`config.mk`:
```
export PLATFORM = sky130hd
export DESIGN_NAME = button_debounce_long_press_flat
export DESIGN_NICKNAME = d
export VERILOG_FILES = /design/src/rtl/core/bdlp_pkg.sv /design/src/rtl/core/bdlp_in_if.sv /design/src/rtl/core/bdlp_out_if.sv /design/src/rtl/core/bdlp_cfg_if.sv /design/src/rtl/core/bdlp_tick.sv /design/src/rtl/core/button_debounce_long_press.sv /design/src/flat_wrapper.sv
export SDC_FILE = /design/constraint.sdc
export NUM_CORES = 1
export LEC_CHECK = 0
export BUFFER_PORTS_ARGS = -buffer_cell sky130_fd_sc_hd__buf_2
export CORE_MARGIN = 2
export CORE_UTILIZATION = 26
export CTS_CLUSTER_SIZE = 40
export DETAILED_ROUTE_END_ITERATION = 7
export GPL_ROUTABILITY_DRIVEN = 0
export GPL_TIMING_DRIVEN = 0
export SYNTH_ARGS = -nofsm -noshare
export SYNTH_HDL_FRONTEND = slang
export SYNTH_HIERARCHICAL = 1
export SYNTH_SLANG_ARGS = --single-unit
export TNS_END_PERCENT = 5
```
`constraint.sdc`:
```
create_clock -name clk -period 5.16 [get_ports clk]
set_input_delay 0.774 -clock clk [delete_from_list [all_inputs] [get_ports clk]]
set_output_delay 0.774 -clock clk [all_outputs]
set_load 0.1 [all_outputs]
```
`src/rtl/core/bdlp_pkg.sv`:
```
// Shared types and constants for the push-button debouncer with long-press detection.
// No dependencies; bdlp_tick and the top level import this package.
package bdlp_pkg;

	// Event codes carried on the result channel.
	typedef enum logic [1:0] {
		EV_SHORT        = 2'd0,
		EV_LONG         = 2'd1,
		EV_RELEASE_LONG = 2'd2
	} evt_code_t;

	// Events caused by one tick: how many, and their codes in order.
	typedef struct packed {
		logic [1:0] count;
		evt_code_t  first;
		evt_code_t  second;
	} evt_pair_t;

	// One entry of the result queue.
	typedef struct packed {
		evt_code_t code;
		logic      last;
	} evt_word_t;

	localparam int          STABLE_TICKS_DEF = 2;
	localparam logic [7:0]  LPT_RESET        = 8'd40;
	localparam int          EVT_FIFO_DEPTH   = 4;
	localparam int          HOLD_W           = 10;

endpackage

```
`src/rtl/core/bdlp_in_if.sv`:
```
// Input channel carrying one raw pin sample per word.
// Standalone; no package dependency.
interface bdlp_in_if;
	logic valid;
	logic ready;
	logic pin_level;

	modport source (output valid, output pin_level, input ready);
	modport sink   (input valid, input pin_level, output ready);
endinterface

```
`src/rtl/core/bdlp_out_if.sv`:
```
// Result channel carrying one button event per word.
// Standalone; no package dependency.
interface bdlp_out_if;
	logic       valid;
	logic       ready;
	logic [1:0] event_code;
	logic       last;

	modport source (output valid, output event_code, output last, input ready);
	modport sink   (input valid, input event_code, input last, output ready);
endinterface

```
`src/rtl/core/bdlp_cfg_if.sv`:
```
// Configuration write channel for the long-press limit register.
// Standalone; no package dependency.
interface bdlp_cfg_if;
	logic       valid;
	logic       ready;
	logic [7:0] long_press_ticks;

	modport source (output valid, output long_press_ticks, input ready);
	modport sink   (input valid, input long_press_ticks, output ready);
endinterface

```
`src/rtl/core/bdlp_tick.sv`:
```
// Per-tick debounce and hold-timer state with the event decode for one sample.
// Depends on bdlp_pkg.
module bdlp_tick
	import bdlp_pkg::*;
#(
	parameter int STABLE_TICKS = STABLE_TICKS_DEF
) (
	input  logic       clk,
	input  logic       arst_n,
	input  logic       step,
	input  logic       pin_level,
	input  logic [7:0] long_press_ticks,
	output evt_pair_t  evts
);

	localparam logic [1:0] STABLE_THR = 2'(STABLE_TICKS);
	localparam logic [1:0] CNT_MAX    = 2'd3;

	logic                     prev_q;
	logic [1:0]               cnt_q;
	logic                     deb_q;
	logic signed [HOLD_W-1:0] hold_q;

	logic                     pressed;
	logic [1:0]               cnt_n;
	logic signed [HOLD_W-1:0] hold_inc;
	logic signed [HOLD_W-1:0] hold_adv;
	logic signed [HOLD_W-1:0] hold_n;
	logic                     long_fire;
	logic                     level_edge;
	logic                     release_ev;
	evt_code_t                rel_code;

	// Debounce counter, hold timer and event decode for the sample in hand.
	always_comb begin
		pressed = ~pin_level;
		if (pressed == prev_q) begin
			cnt_n = (cnt_q == CNT_MAX) ? CNT_MAX : cnt_q + 2'd1;
		end else begin
			cnt_n = '0;
		end

		// The hold timer advances before the level check, so one tick may
		// give a long press and then its release.
		hold_inc  = hold_q + HOLD_W'(1);
		hold_adv  = hold_q;
		long_fire = 1'b0;
		if (hold_q > 0) begin
			if (hold_inc > $signed({2'b00, long_press_ticks})) begin
				long_fire = 1'b1;
				hold_adv  = -HOLD_W'(1);
			end else begin
				hold_adv = hold_inc;
			end
		end

		level_edge = (cnt_n >= STABLE_THR) && (pressed != deb_q);
		release_ev = level_edge && !pressed;
		rel_code   = (hold_adv < 0) ? EV_RELEASE_LONG : EV_SHORT;

		if (level_edge) begin
			hold_n = pressed ? HOLD_W'(1) : '0;
		end else begin
			hold_n = hold_adv;
		end

		evts.count  = {1'b0, long_fire} + {1'b0, release_ev};
		evts.first  = long_fire ? EV_LONG : rel_code;
		evts.second = rel_code;
	end

	// State registers move on each processed sample.
	always_ff @(posedge clk or negedge arst_n) begin
		if (!arst_n) begin
			prev_q <= 1'b0;
			cnt_q  <= '0;
			deb_q  <= 1'b0;
			hold_q <= '0;
		end else if (step) begin
			prev_q <= pressed;
			cnt_q  <= cnt_n;
			if (level_edge) begin
				deb_q <= pressed;
			end
			hold_q <= hold_n;
		end
	end

endmodule

```
`src/rtl/core/button_debounce_long_press.sv`:
```
// Push-button debouncer with long-press detection, top level, built on bdlp_pkg and bdlp_tick.
// Path: input register, then the tick decode written into the event queue, then the queue head.
// Throughput: one sample per cycle while the event queue is empty; otherwise a sample waits
// until the queued words, counting two for a sample in the input register, are at most two.
// Results leave at one word per cycle while the receiver is ready.
// Reset (arst_n, asynchronous): debounce state released, hold timer idle, queue empty, limit 40.
module button_debounce_long_press
	import bdlp_pkg::*;
#(
	parameter int STABLE_TICKS = STABLE_TICKS_DEF
) (
	input  logic        clk,
	input  logic        arst_n,
	bdlp_in_if.sink     sample,
	bdlp_out_if.source  events,
	bdlp_cfg_if.sink    cfg
);

	localparam int PTR_W = $clog2(EVT_FIFO_DEPTH);
	localparam int CNT_W = PTR_W + 1;
	localparam logic [CNT_W:0] ROOM_LIMIT = (CNT_W + 1)'(EVT_FIFO_DEPTH - 2);

	logic [7:0]       lpt_q;
	logic             pin_s1;
	logic             valid_s1;
	evt_pair_t        evts;
	evt_word_t        fifo_q [EVT_FIFO_DEPTH];
	logic [PTR_W-1:0] wr_ptr_q;
	logic [PTR_W-1:0] rd_ptr_q;
	logic [CNT_W-1:0] cnt_q;
	logic [1:0]       push_n;
	logic             pop;
	logic [CNT_W:0]   reserved;
	logic             in_take;

	// Configuration register; the user must write it only while idle, the block itself does not enforce this.
	assign cfg.ready = 1'b1;
	always_ff @(posedge clk or negedge arst_n) begin
		if (!arst_n) begin
			lpt_q <= LPT_RESET;
		end else if (cfg.valid) begin
			lpt_q <= cfg.long_press_ticks;
		end
	end

	// Accept a sample only when the queue can take two words from each item in flight.
	assign reserved     = {1'b0, cnt_q} + (valid_s1 ? (CNT_W + 1)'(2) : '0);
	assign sample.ready = (reserved <= ROOM_LIMIT);
	assign in_take      = sample.valid && sample.ready;

	// Input register.
	always_ff @(posedge clk or negedge arst_n) begin
		if (!arst_n) begin
			valid_s1 <= 1'b0;
		end else begin
			valid_s1 <= in_take;
		end
	end

	always_ff @(posedge clk) begin
		if (in_take) begin
			pin_s1 <= sample.pin_level;
		end
	end

	bdlp_tick #(
		.STABLE_TICKS (STABLE_TICKS)
	) u_tick (
		.clk              (clk),
		.arst_n           (arst_n),
		.step             (valid_s1),
		.pin_level        (pin_s1),
		.long_press_ticks (lpt_q),
		.evts             (evts)
	);

	// Event queue: up to two words written per cycle, one read.
	assign push_n = valid_s1 ? evts.count : 2'd0;
	assign pop    = events.valid && events.ready;

	always_ff @(posedge clk) begin
		if (push_n != 2'd0) begin
			fifo_q[wr_ptr_q] <= '{code: evts.first, last: (push_n == 2'd1)};
		end
		if (push_n == 2'd2) begin
			fifo_q[wr_ptr_q + PTR_W'(1)] <= '{code: evts.second, last: 1'b1};
		end
	end

	always_ff @(posedge clk or negedge arst_n) begin
		if (!arst_n) begin
			wr_ptr_q <= '0;
			rd_ptr_q <= '0;
			cnt_q    <= '0;
		end else begin
			wr_ptr_q <= wr_ptr_q + PTR_W'(push_n);
			if (pop) begin
				rd_ptr_q <= rd_ptr_q + PTR_W'(1);
			end
			cnt_q <= cnt_q + CNT_W'(push_n) - CNT_W'(pop);
		end
	end

	// Result channel driven from the queue head.
	assign events.valid      = (cnt_q != '0);
	assign events.event_code = fifo_q[rd_ptr_q].code;
	assign events.last       = fifo_q[rd_ptr_q].last;

	// The queue never holds more words than it has entries.
	a_fifo_bound: assert property (@(posedge clk) disable iff (!arst_n)
		cnt_q <= CNT_W'(EVT_FIFO_DEPTH))
		else $error("event queue overflow");

	// A sample is taken only with room left for its two possible words.
	a_room_on_take: assert property (@(posedge clk) disable iff (!arst_n)
		in_take |=> (cnt_q <= CNT_W'(EVT_FIFO_DEPTH - 2)))
		else $error("sample accepted without queue room");

	// Two events from one tick are always a long press and its release.
	a_pair_order: assert property (@(posedge clk) disable iff (!arst_n)
		(valid_s1 && evts.count == 2'd2) |->
		(evts.first == EV_LONG && evts.second == EV_RELEASE_LONG))
		else $error("bad order of paired events");

	// A word not marked last is always followed by its partner in the queue.
	a_last_partner: assert property (@(posedge clk) disable iff (!arst_n)
		(events.valid && !events.last) |-> (cnt_q >= CNT_W'(2)))
		else $error("first of a pair without its partner");

endmodule

```
`src/flat_wrapper.sv`:
```
// flat-port wrapper written by rule: the top's interface ports become plain ports
module button_debounce_long_press_flat import bdlp_pkg::*;
#(
	parameter int STABLE_TICKS = STABLE_TICKS_DEF
)
  (clk, arst_n, sample_valid, sample_pin_level, sample_ready, events_valid, events_event_code, events_last, events_ready, cfg_valid, cfg_long_press_ticks, cfg_ready);
  bdlp_in_if sample_i ();
  bdlp_out_if events_i ();
  bdlp_cfg_if cfg_i ();
  input  logic clk;
  input  logic arst_n;
  input wire logic [$bits(sample_i.valid)-1:0] sample_valid;
  input wire logic [$bits(sample_i.pin_level)-1:0] sample_pin_level;
  output wire logic [$bits(sample_i.ready)-1:0] sample_ready;
  output wire logic [$bits(events_i.valid)-1:0] events_valid;
  output wire logic [$bits(events_i.event_code)-1:0] events_event_code;
  output wire logic [$bits(events_i.last)-1:0] events_last;
  input wire logic [$bits(events_i.ready)-1:0] events_ready;
  input wire logic [$bits(cfg_i.valid)-1:0] cfg_valid;
  input wire logic [$bits(cfg_i.long_press_ticks)-1:0] cfg_long_press_ticks;
  output wire logic [$bits(cfg_i.ready)-1:0] cfg_ready;
  assign sample_i.valid = sample_valid;
  assign sample_i.pin_level = sample_pin_level;
  assign sample_ready = sample_i.ready;
  assign events_valid = events_i.valid;
  assign events_event_code = events_i.event_code;
  assign events_last = events_i.last;
  assign events_i.ready = events_ready;
  assign cfg_i.valid = cfg_valid;
  assign cfg_i.long_press_ticks = cfg_long_press_ticks;
  assign cfg_ready = cfg_i.ready;
  button_debounce_long_press #(.STABLE_TICKS(STABLE_TICKS)) u_core (.clk(clk), .arst_n(arst_n), .sample(sample_i), .events(events_i), .cfg(cfg_i));
endmodule
```
==> run_results.csv, run 1 <==
group,metric,value,unit
synthesis,syn_inst,261,
detailed_routing,post_drt_wl_per_cell,12.1,microns
detailed_routing,via_per_inst,4.72,
die,initial_core_util,26.4,%
cts,clk_pin_slew_worst_paths,0.09,ns
critical_path,crit_path_frequent_cell,"ha_1",
synthesis,synth_area,2680,sq um
cts,worstSkewPairLatency,0.30,ns
power,p_per_area,579,nW/um^2
critical_path,cp_slowest_stage_delay,0.49,ns
critical_path,cp_top_family,"adder cells",
power,peakVddDrop,0.528,mV
detailed_routing,drt_wl_total,5110,microns
synthesis,ys_types,63,
synthesis,ys_seq_elements,43,
die,die-area,11200,sq um
synthesis,ys_dominant_reg_cell,"dfrtp_1",
critical_path,path_cells,"buf_2 -> and3_1 -> nand3_1 -> xnor2_1 -> ha_1 -> nand4_1 -> or3b_1 -> a2111o_1 -> and3_2 -> ha_1 -> nand2_1 -> ha_1 -> inv_1 -> ha_1 -> inv_1 -> fa_1 -> xor2_1 -> xnor2_1",
synthesis,synth_edf_count,9,
critical_path,crit_type,"flip-flop to flip-flop",
timing,final.setup.tns,0,ns
power,p_leak,1.34,nW
die,pin_count,20,
cts,cts_buffer_depth,2,
critical_path,cp_max_fo,9,
timing,tightest_slew,0.707,ns
timing,final-hold-violation-count,0,
cells_and_area,fill_cells,1056,
timing,min_period,4.52,ns
cells_and_area,syn_to_final_growth,14.3,%
detailed_routing,drt_iter0_markers,61,
grt,grt.overflow.total,0,
cts,numCtsBuffers,5,
cts,cts_num_sinks,43,
grt,antenna_found_initial,0,
die,rows,37,
timing,final.period_utilization,87.6,%
grt,grt_max_degree,31,
detailed_routing,postRouteAntennaNets,0,
critical_path,endpoint_kind,"flip-flop",
grt,track_usage,9.70,%
cts,cts_resized,0,
run,cap_viol_max_count,0,
critical_path,cpMaxStageDelayCell,"a2111o_1",
grt,grt_first_pass_wirelength,8840,microns
cells_and_area,drive_above_1_share,22.4,%
cts,cts-root-buf,"clkbuf_8",
cts,cts_tree,"built",
timing,fmax,0.221,GHz
synthesis,avgSynthCellArea,10.3,sq um
cts,ctsHoldBuffers,0,
detailed_routing,dr_total_vias,1990,
detailed_routing,drc,0,
cts,htreeDepth,2,
synthesis,synth_nets,292,
place,io_buffers,17,
timing,fin_skew,0.0125,ns
place,hpwl,3890,microns
cts,post_cts_buffers,0,
cells_and_area,antenna_cells,0,
critical_path,crit_path_start_kind,"flip-flop",
critical_path,path_buf_inv,3,
power,power.total,1.78,mW
timing,slew_viol_final,0,
grt,grt_pass1_vias,1942,
synthesis,yosysSeqAreaShare,41.1,%
outcome,status,"finished clean",
cells_and_area,nets,316,
timing,setup_violations,0,
synthesis,synth_async_sr_flop_share,69.8,%
die,fp.dieH,106,microns
critical_path,arrival,4.71,ns
timing,rsz0062_at_grt,"no",
timing,max_slew_margin,52.9,%
min_path,hold_path.class,"flip-flop to flip-flop",
die,core-area,10200,sq um
detailed_routing,dr.pass1.iters,6,
critical_path,worstPathRequired,5.35,ns
die,die-width,106,microns
synthesis,yosys_warnings,6,
[Yosys cell counts, drive strengths merged, types with 4 or more instances]
| cell type | instances | area [sq um] |
|---|---|---|
| xor2 | 4 | 35.0 |
| nor2 | 9 | 33.8 |
| a221o | 5 | 50.1 |
| a21oi | 14 | 70.1 |
| buf | 13 | 96.3 |
| o21ai | 15 | 75.1 |
| xnor2 | 10 | 87.6 |
| nand2b | 6 | 37.5 |
| a22o | 5 | 43.8 |
| dfxtp | 4 | 80.1 |
| mux2 | 9 | 101 |
| or2 | 4 | 25.0 |
| nand2 | 15 | 56.3 |
| a21o | 5 | 37.5 |
| and3 | 4 | 31.3 |
| inv | 21 | 78.8 |
| nand4 | 4 | 25.0 |
| dfrtp | 28 | 701 |
| edfxtp | 9 | 270 |
| ha | 16 | 200 |
| nand3 | 8 | 40.0 |
[report_power, final]
part / switching [mW] / leakage, nW / internal, mW
Sequential: 0.0886 / 0.479 / 0.445
Clock: 0.117 / 0.0636 / 0.174
Combinational: 0.588 / 0.795 / 0.363
Total: 0.794 / 1.34 / 0.981
[metrics by stage]
stage	setup slack [ns]	instances	util (%)	area (sq um)	hold WS, ns
floorplan	1.11	261	-	2680	0.439
global placement	0.710	414	28.9	2940	0.474
detailed placement	0.663	414	28.9	2940	0.480
CTS	0.641	422	30.1	3070	0.501
global route	0.290	422	30.1	3070	0.539
finish	0.642	422	30.1	3070	0.499
[state kept, by name, indices dropped and copies added (netlist names)]
name	flops
u_core/valid_s1	1
u_core/u_tick/deb_q	1
u_core/pin_s1	1
u_core/u_tick/cnt_q	2
u_core/lpt_q	8
u_core/u_tick/hold_q	10
u_core/wr_ptr_q	2
u_core/cnt_q	3
u_core/u_tick/prev_q	1
u_core/fifo_q	12
u_core/rd_ptr_q	2
[cell families after synthesis]
kind of cell | after synthesis | share of synthesized area [%]
adders and majority gates | 17 | 8.21
xor gates and xnor gates | 14 | 4.57
muxes | 13 | 6.67
buffers and inverters | 36 | 6.85
DFF | 43 | 41.1
AOI/OAI and AO/OA | 66 | 17.1
other | 2 | 0.280
and+or+nand+nor | 70 | 15.2
[cell usage in the layout, fill, tap and decap left out, types with 3 or more instances in the layout]
master	synthesis	final
clkbuf_8	0	5
inv_1	21	21
nand3_1	8	8
buf_4	5	5
buf_6	3	3
xnor2_1	10	10
a21o_1	5	5
a211o_1	3	3
dfxtp_1	4	4
nand2b_1	6	6
or2_2	3	3
buf_2	5	22
a221o_1	5	5
dfrtp_1	28	28
nor2_1	9	9
edfxtp_1	9	9
nand4_1	4	4
mux2_2	9	9
a211oi_1	3	3
ha_1	16	16
o21ai_0	14	14
a22o_1	5	5
xor2_1	4	4
nand2_1	15	15
and2_1	3	3
mux4_2	3	3
a21oi_1	14	14
[worst paths after layout]
| path | slack, ns | to | depth (start not counted) | startpoint |
|---|---|---|---|---|
| hold reg to reg | 0.50 | u_core/fifo_q[3][0] | 2 | u_core/fifo_q[3][0] |
| setup / recovery | 0.64 | u_core/cnt_q[2] | 18 | u_core/u_tick/hold_q[2] |
| hold / removal | 0.50 | u_core/fifo_q[3][0] | 2 | u_core/fifo_q[3][0] |
| max in group asynchronous | 4.18 | u_core/u_tick/prev_q | 1 | arst_n |
| setup reg to reg | 0.64 | u_core/cnt_q[2] | 18 | u_core/u_tick/hold_q[2] |
| min in group asynchronous | 0.51 | u_core/lpt_q[6] | 1 | arst_n |
[area by class of cell]
class                   count  area, sq um  area share, %
inverters                  21         78.8           2.57
flip-flops and latches     43         1100           36.0
clock inverters             1         30.0          0.979
plain buffers              15          105           3.43
multi-input cells         182         1400           45.5
clock buffers               7         97.6           3.18
well taps                 136          170           5.55
repair buffers             17         85.1           2.77
[routing by layer]
layer	track usage (%)	vias to the layer above	part of all wire [%]
met1	12.5	972	48
met3	1.92	7	2.7
met2	16.1	24	48
li1	-	987	-
met4	3.57	0	1.5
met5	0	-	0
[worst min-delay path, cell delays in order, from the launching register on]
cell and delay, ns:
dfxtp_1 0.32, o21ai_0 0.06, o21ai_0 0.08
(Power assumes the default switching activity.)
==> run 2: changes to the inputs <==
- REMOVE_ABC_BUFFERS: default -> 1
- clock period: 5.16 -> 4.09 ns (I/O delays scaled with it)
==> run 2 against run 1 <==
Net effect:
- count of clock-buffer cells in the layout is the same
- critical path type unchanged
- largest cell class unchanged
- non-clock buffer count down 1
- register-to-register slack lost 0.62 ns
- wire length is 5.2% higher
- critical path depth fell by 1
- cell count shrank 0.24%
==> run_results.csv, run 2 (synthesis results as in run 1) <==
group,metric,value,unit
cells_and_area,seq_area,1110,sq um
grt,grt_pass1_vias,2014,
timing,rsz0062_at_grt,"yes",
grt,antenna_found_initial,0,
detailed_routing,postRouteAntennaNets,0,
cells_and_area,final_cell_count_no_fill,421,
timing,fin_skew,0.0113,ns
critical_path,crit_type,"flip-flop to flip-flop",
grt,grt_max_degree,31,
critical_path,startpoint,"u_core/u_tick/hold_q[1]",
cts,cts-root-buf,"clkbuf_8",
timing,tightest_slew,0.685,ns
timing,min_period,4.07,ns
cells_and_area,largest_reg_flops,12,
timing,setup_violations,0,
die,rows,37,
cells_and_area,syn_to_final_growth,16.2,%
critical_path,cp_max_fo,3,
place,placedInstanceArea,2840,sq um
critical_path,endpoint,"u_core/cnt_q[2]",
critical_path,rrSetupSlack,0.02,ns
die,die-area,11200,sq um
critical_path,endpoint_kind,"flip-flop",
die,fp.dieH,106,microns
cts,worstSkewPairLatency,0.30,ns
place,place_inst,400,
cells_and_area,final_common_cell,"dfrtp_1",
timing,final.period_utilization,99.4,%
run,cap_viol_max_count,0,
critical_path,crit_path_start_kind,"flip-flop",
cells_and_area,top_register,"u_core/fifo_q",
timing,max_slew_margin,54.3,%
cts,clk_pin_slew_worst_paths,0.09,ns
detailed_routing,dr.pass1.iters,4,
place,io_buffers,18,
power,power.total,2.32,mW
die,initial_core_util,26.4,%
power,p_leak,1.32,nW
power,p_per_area,743,nW/um^2
critical_path,arrival,4.25,ns
cells_and_area,most-common-layout-cells,"23 x dfrtp_1, 20 x inv_1, 18 x buf_2, 15 x nand2_1",
critical_path,rr_worst_depth,17,
grt,grt.overflow.total,0,
min_path,hold_path.class,"primary input to async pin",
timing,fmax,0.246,GHz
die,pin_count,20,
cts,numCtsBuffers,5,
place,hpwl,3860,microns
cts,cts_buffer_depth,2,
cells_and_area,largestRegisters,"u_core/fifo_q (12), u_core/u_tick/hold_q (10), u_core/lpt_q (8)",
detailed_routing,dr_total_vias,1982,
cells_and_area,multiInputGateArea,1460,sq um
cts,htreeDepth,2,
detailed_routing,drt_wl_total,5380,microns
outcome,status,"finished clean",
detailed_routing,via_per_inst,4.71,
cts,cts_num_sinks,43,
cells_and_area,design_area,3120,sq um
power,peakVddDrop,0.565,mV
grt,grt_first_pass_wirelength,9280,microns
detailed_routing,drt_iter0_markers,96,
cells_and_area,nets,315,
detailed_routing,drc,0,
timing,final.setup.tns,0,ns
critical_path,r2r_end,"u_core/cnt_q[2]",
cts,cts_tree,"built",
die,die-width,106,microns
cells_and_area,drive_above_1_share,27.7,%
cells_and_area,antenna_cells,0,
critical_path,reg2reg_from,"u_core/u_tick/hold_q[1]",
critical_path,worstPathRequired,4.27,ns
grt,track_usage,10.3,%
timing,slew_viol_final,0,
detailed_routing,post_drt_wl_per_cell,12.8,microns
die,core-area,10200,sq um
cells_and_area,fill_cells,1077,
timing,final-hold-violation-count,0,
run 2: power breakdown:
group / internal [mW] / total, mW / switching [mW]
Combinational: 0.536 / 1.26 / 0.719
Sequential: 0.563 / 0.740 / 0.177
Clock: 0.173 / 0.320 / 0.147
run 2: what timing repair did:
item / CTS / global route
endpoints found under the setup margin: 6 / 2
pin swaps: 5 / 10
hold buffers: 0 / 0
resized for setup: 13 / 5
buffers inserted: 9 / 4
run 2: critical path: stages, from the launching register on:
cell	delay, ns
dfrtp_1	0.42
and3_4	0.24
nand3_4	0.10
xnor2_2	0.17
ha_1	0.30
nand4_1	0.14
or3b_1	0.38
a2111o_1	0.46
and3_4	0.21
ha_4	0.27
nand2_1	0.07
ha_1	0.32
inv_1	0.05
ha_1	0.15
inv_2	0.04
fa_2	0.33
xor2_1	0.17
xnor2_1	0.13
run 2: layer usage:
| metal | wire [microns] | GRT usage, % |
|---|---|---|
| met1 | 2470 | 13.3 |
| met2 | 2650 | 17.3 |
| met3 | 184 | 1.92 |
| met4 | 74 | 3.67 |
| met5 | 0 | 0 |
run 2: area by class of cell:
| cell class | instances | share of cell area, % |
|---|---|---|
| clock buffer | 7 | 3.45 |
| clock inverter | 1 | 0.161 |
| inverter | 21 | 2.53 |
| multi-input combinational | 182 | 46.8 |
| sequential | 43 | 35.6 |
| tap | 136 | 5.46 |
| timing repair buffer | 31 | 6.02 |
run 2: per-stage QoR:
| stage | setup slack [ns] | utilization [%] | hold slack (ns) |
|---|---|---|---|
| 3_5_place_dp | -0.497 | 27.9 | 0.483 |
| 3_3_place_gp | -0.467 | 27.9 | 0.466 |
| 5_1_grt | -0.161 | 30.6 | 0.406 |
| 6_report | 0.0250 | 30.6 | 0.346 |
| 4_1_cts | 0.0126 | 30.1 | 0.370 |
| 2_1_floorplan | -0.0227 | - | 0.318 |
run 2: how the worst min path moves through the flow:
stage | to | cells after the start
floorplan | u_core/cnt_q[0] | 0
global placement | u_core/fifo_q[3][0] | 2
detailed placement | u_core/fifo_q[3][0] | 2
CTS | u_core/lpt_q[6] | 1
global route | u_core/u_tick/hold_q[6] | 1
finish | u_core/lpt_q[6] | 1
==> run 3: changes to the inputs <==
- clock period: 4.09 -> 4 ns (I/O delays scaled with it)
==> run 3 against run 2 <==
Net effect:
- clock power up 3%
- worst hold slack got worse by 0.012 ns
- highest routed layer unchanged
- first-iteration DRC count fell by 21%
- count of clock-buffer cells in the layout is the same
- largest power group unchanged
==> run_results.csv, run 3 (synthesis results as in run 1) <==
group,metric,value,unit
detailed_routing,post_drt_wl_per_cell,13.1,microns
power,switching_share,45.9,%
place,placedInstanceArea,2840,sq um
grt,grt_pass1_vias,2018,
cells_and_area,largestRegisters,"u_core/fifo_q (12), u_core/u_tick/hold_q (10), u_core/lpt_q (8)",
grt,grt_first_pass_wirelength,9450,microns
detailed_routing,drc,0,
die,fp.dieH,106,microns
place,io_buffers,18,
cts,htreeDepth,2,
detailed_routing,dr.pass1.iters,4,
critical_path,rrSetupSlack,0.04,ns
detailed_routing,postRouteAntennaNets,0,
timing,fin_ws,0.0380,ns
cts,ctsHoldBuffers,0,
detailed_routing,via_per_inst,4.68,
timing,tightest_slew,0.701,ns
power,power_frac_comb,54.2,%
critical_path,arrival,4.18,ns
critical_path,cp_max_fo,3,
timing,whs,0.335,ns
detailed_routing,drt_wl_total,5480,microns
grt,antenna_found_initial,0,
die,initial_core_util,26.4,%
timing,final.setup.tns,0,ns
place,hpwl,3860,microns
timing,final.period_utilization,99.0,%
outcome,status,"finished clean",
cells_and_area,final_common_cell,"dfrtp_1",
timing,max_slew_margin,53.2,%
power,p_switching,1.09,mW
timing,final-hold-violation-count,0,
detailed_routing,drt_iter0_markers,76,
power,p_int,1.29,mW
cts,cts-root-buf,"clkbuf_8",
cts,cts_num_sinks,43,
cts,cts_buffer_depth,2,
die,core-area,10200,sq um
cells_and_area,most-common-layout-cells,"23 x dfrtp_1, 18 x buf_2, 18 x inv_1",
timing,min_period,3.96,ns
die,die-width,106,microns
cells_and_area,drive_above_1_share,30.3,%
grt,grt_max_degree,31,
grt,grt.overflow.total,0,
cts,clk_pin_slew_worst_paths,0.09,ns
critical_path,crit_type,"flip-flop to flip-flop",
critical_path,worstPathRequired,4.22,ns
timing,slew_viol_final,0,
cells_and_area,largest_reg_flops,12,
power,power.total,2.38,mW
run,cap_viol_max_count,0,
grt,track_usage,10.5,%
cells_and_area,design_area,3170,sq um
critical_path,endpoint_kind,"flip-flop",
cts,worstSkewPairLatency,0.30,ns
power,p_leak,1.34,nW
die,pin_count,20,
timing,rsz0062_at_grt,"yes",
die,rows,37,
die,die-area,11200,sq um
cts,numCtsBuffers,5,
cells_and_area,syn_to_final_growth,18.0,%
power,p_per_area,752,nW/um^2
timing,fin_skew,0.0127,ns
min_path,hold_path.class,"primary input to async pin",
cells_and_area,top_register,"u_core/fifo_q",
critical_path,crit_path_start_kind,"flip-flop",
cells_and_area,antenna_cells,0,
timing,fmax,0.252,GHz
cts,cts_tree,"built",
timing,setup_violations,0,
power,clockPowerShare,13.8,%
power,power.share.sequential,32.0,%
power,peakVddDrop,0.578,mV
detailed_routing,dr_total_vias,1966,
cells_and_area,nets,314,
place,pre_cts_slack,-0.587,ns
==> run 3: changes by cell type in the layout (fill, tap and decap cells not counted), moves of 2 or more <==
cell	before	now
ha_4	2	4
inv_1	20	18
ha_1	14	12
inv_2	1	3
==> run 3: through the flow <==
step / std cells / utilization (%)
final: 420 / 31.1
after global routing: 420 / 31.1
after CTS: 419 / 30.6
after detailed placement: 400 / 27.9
after global placement: 400 / 27.9
after floorplan: 246 / -
==> run 3: worst max-delay path, stage by stage, from the launching register on <==
cell      delay [ns]
dfrtp_1         0.42
and3_4          0.25
nand3_4         0.10
xnor2_2         0.17
ha_1            0.31
nand4_1         0.11
or3b_1          0.37
a2111o_1        0.46
and3_4          0.21
ha_4            0.28
nand2_4         0.06
ha_4            0.24
inv_2           0.06
ha_4            0.11
inv_2           0.03
fa_2            0.36
xor2_2          0.15
xnor2_1         0.16
==> run 3: power groups by stage <==
| stage | Combinational (mW) | Sequential, mW | Clock, mW |
|---|---|---|---|
| after floorplan | 0.907 | 0.715 | 0 |
| after global placement | 1.07 | 0.766 | 0 |
| after detailed placement | 1.10 | 0.773 | 0 |
| after CTS | 1.24 | 0.753 | 0.343 |
| after global routing | 1.42 | 0.785 | 0.368 |
| final | 1.29 | 0.762 | 0.329 |
==> run 3: cell type report <==
type	instances	area (sq um)
Clock buffer	7	108
Clock inverter	1	5.00
Fill cell	1065	7020
Inverter	21	78.8
Multi-Input combinational cell	182	1520
Sequential cell	43	1110
Tap cell	136	170
Timing Repair Buffer	30	180
==> run 3: timing repair <==
| item | in CTS | in global routing |
|---|---|---|
| endpoints found under the setup margin | 16 | 2 |
| pin swaps | 7 | 10 |
| resized for setup | 20 | 8 |
| setup buffers | 11 | 1 |
==> run 3: layer usage <==
layer | wire length (microns) | track usage, % | part of all wire, %
met5 | 0 | 0 | 0
met4 | 74 | 3.67 | 1.4
met3 | 164 | 1.92 | 3.0
met2 | 2640 | 17.4 | 48
met1 | 2600 | 13.8 | 47
==> run 3: final timing paths <==
path                                          from                 endpoint  cells past startpoint
setup / recovery           u_core/u_tick/hold_q[1]          u_core/cnt_q[2]                     17
hold / removal                              arst_n          u_core/lpt_q[6]                      1
setup reg to reg           u_core/u_tick/hold_q[1]          u_core/cnt_q[2]                     17
hold reg to reg                u_core/fifo_q[1][0]      u_core/fifo_q[1][0]                      2
max in group asynchronous                   arst_n  u_core/u_tick/hold_q[2]                      1
min in group clk                  sample_pin_level            u_core/pin_s1                      1
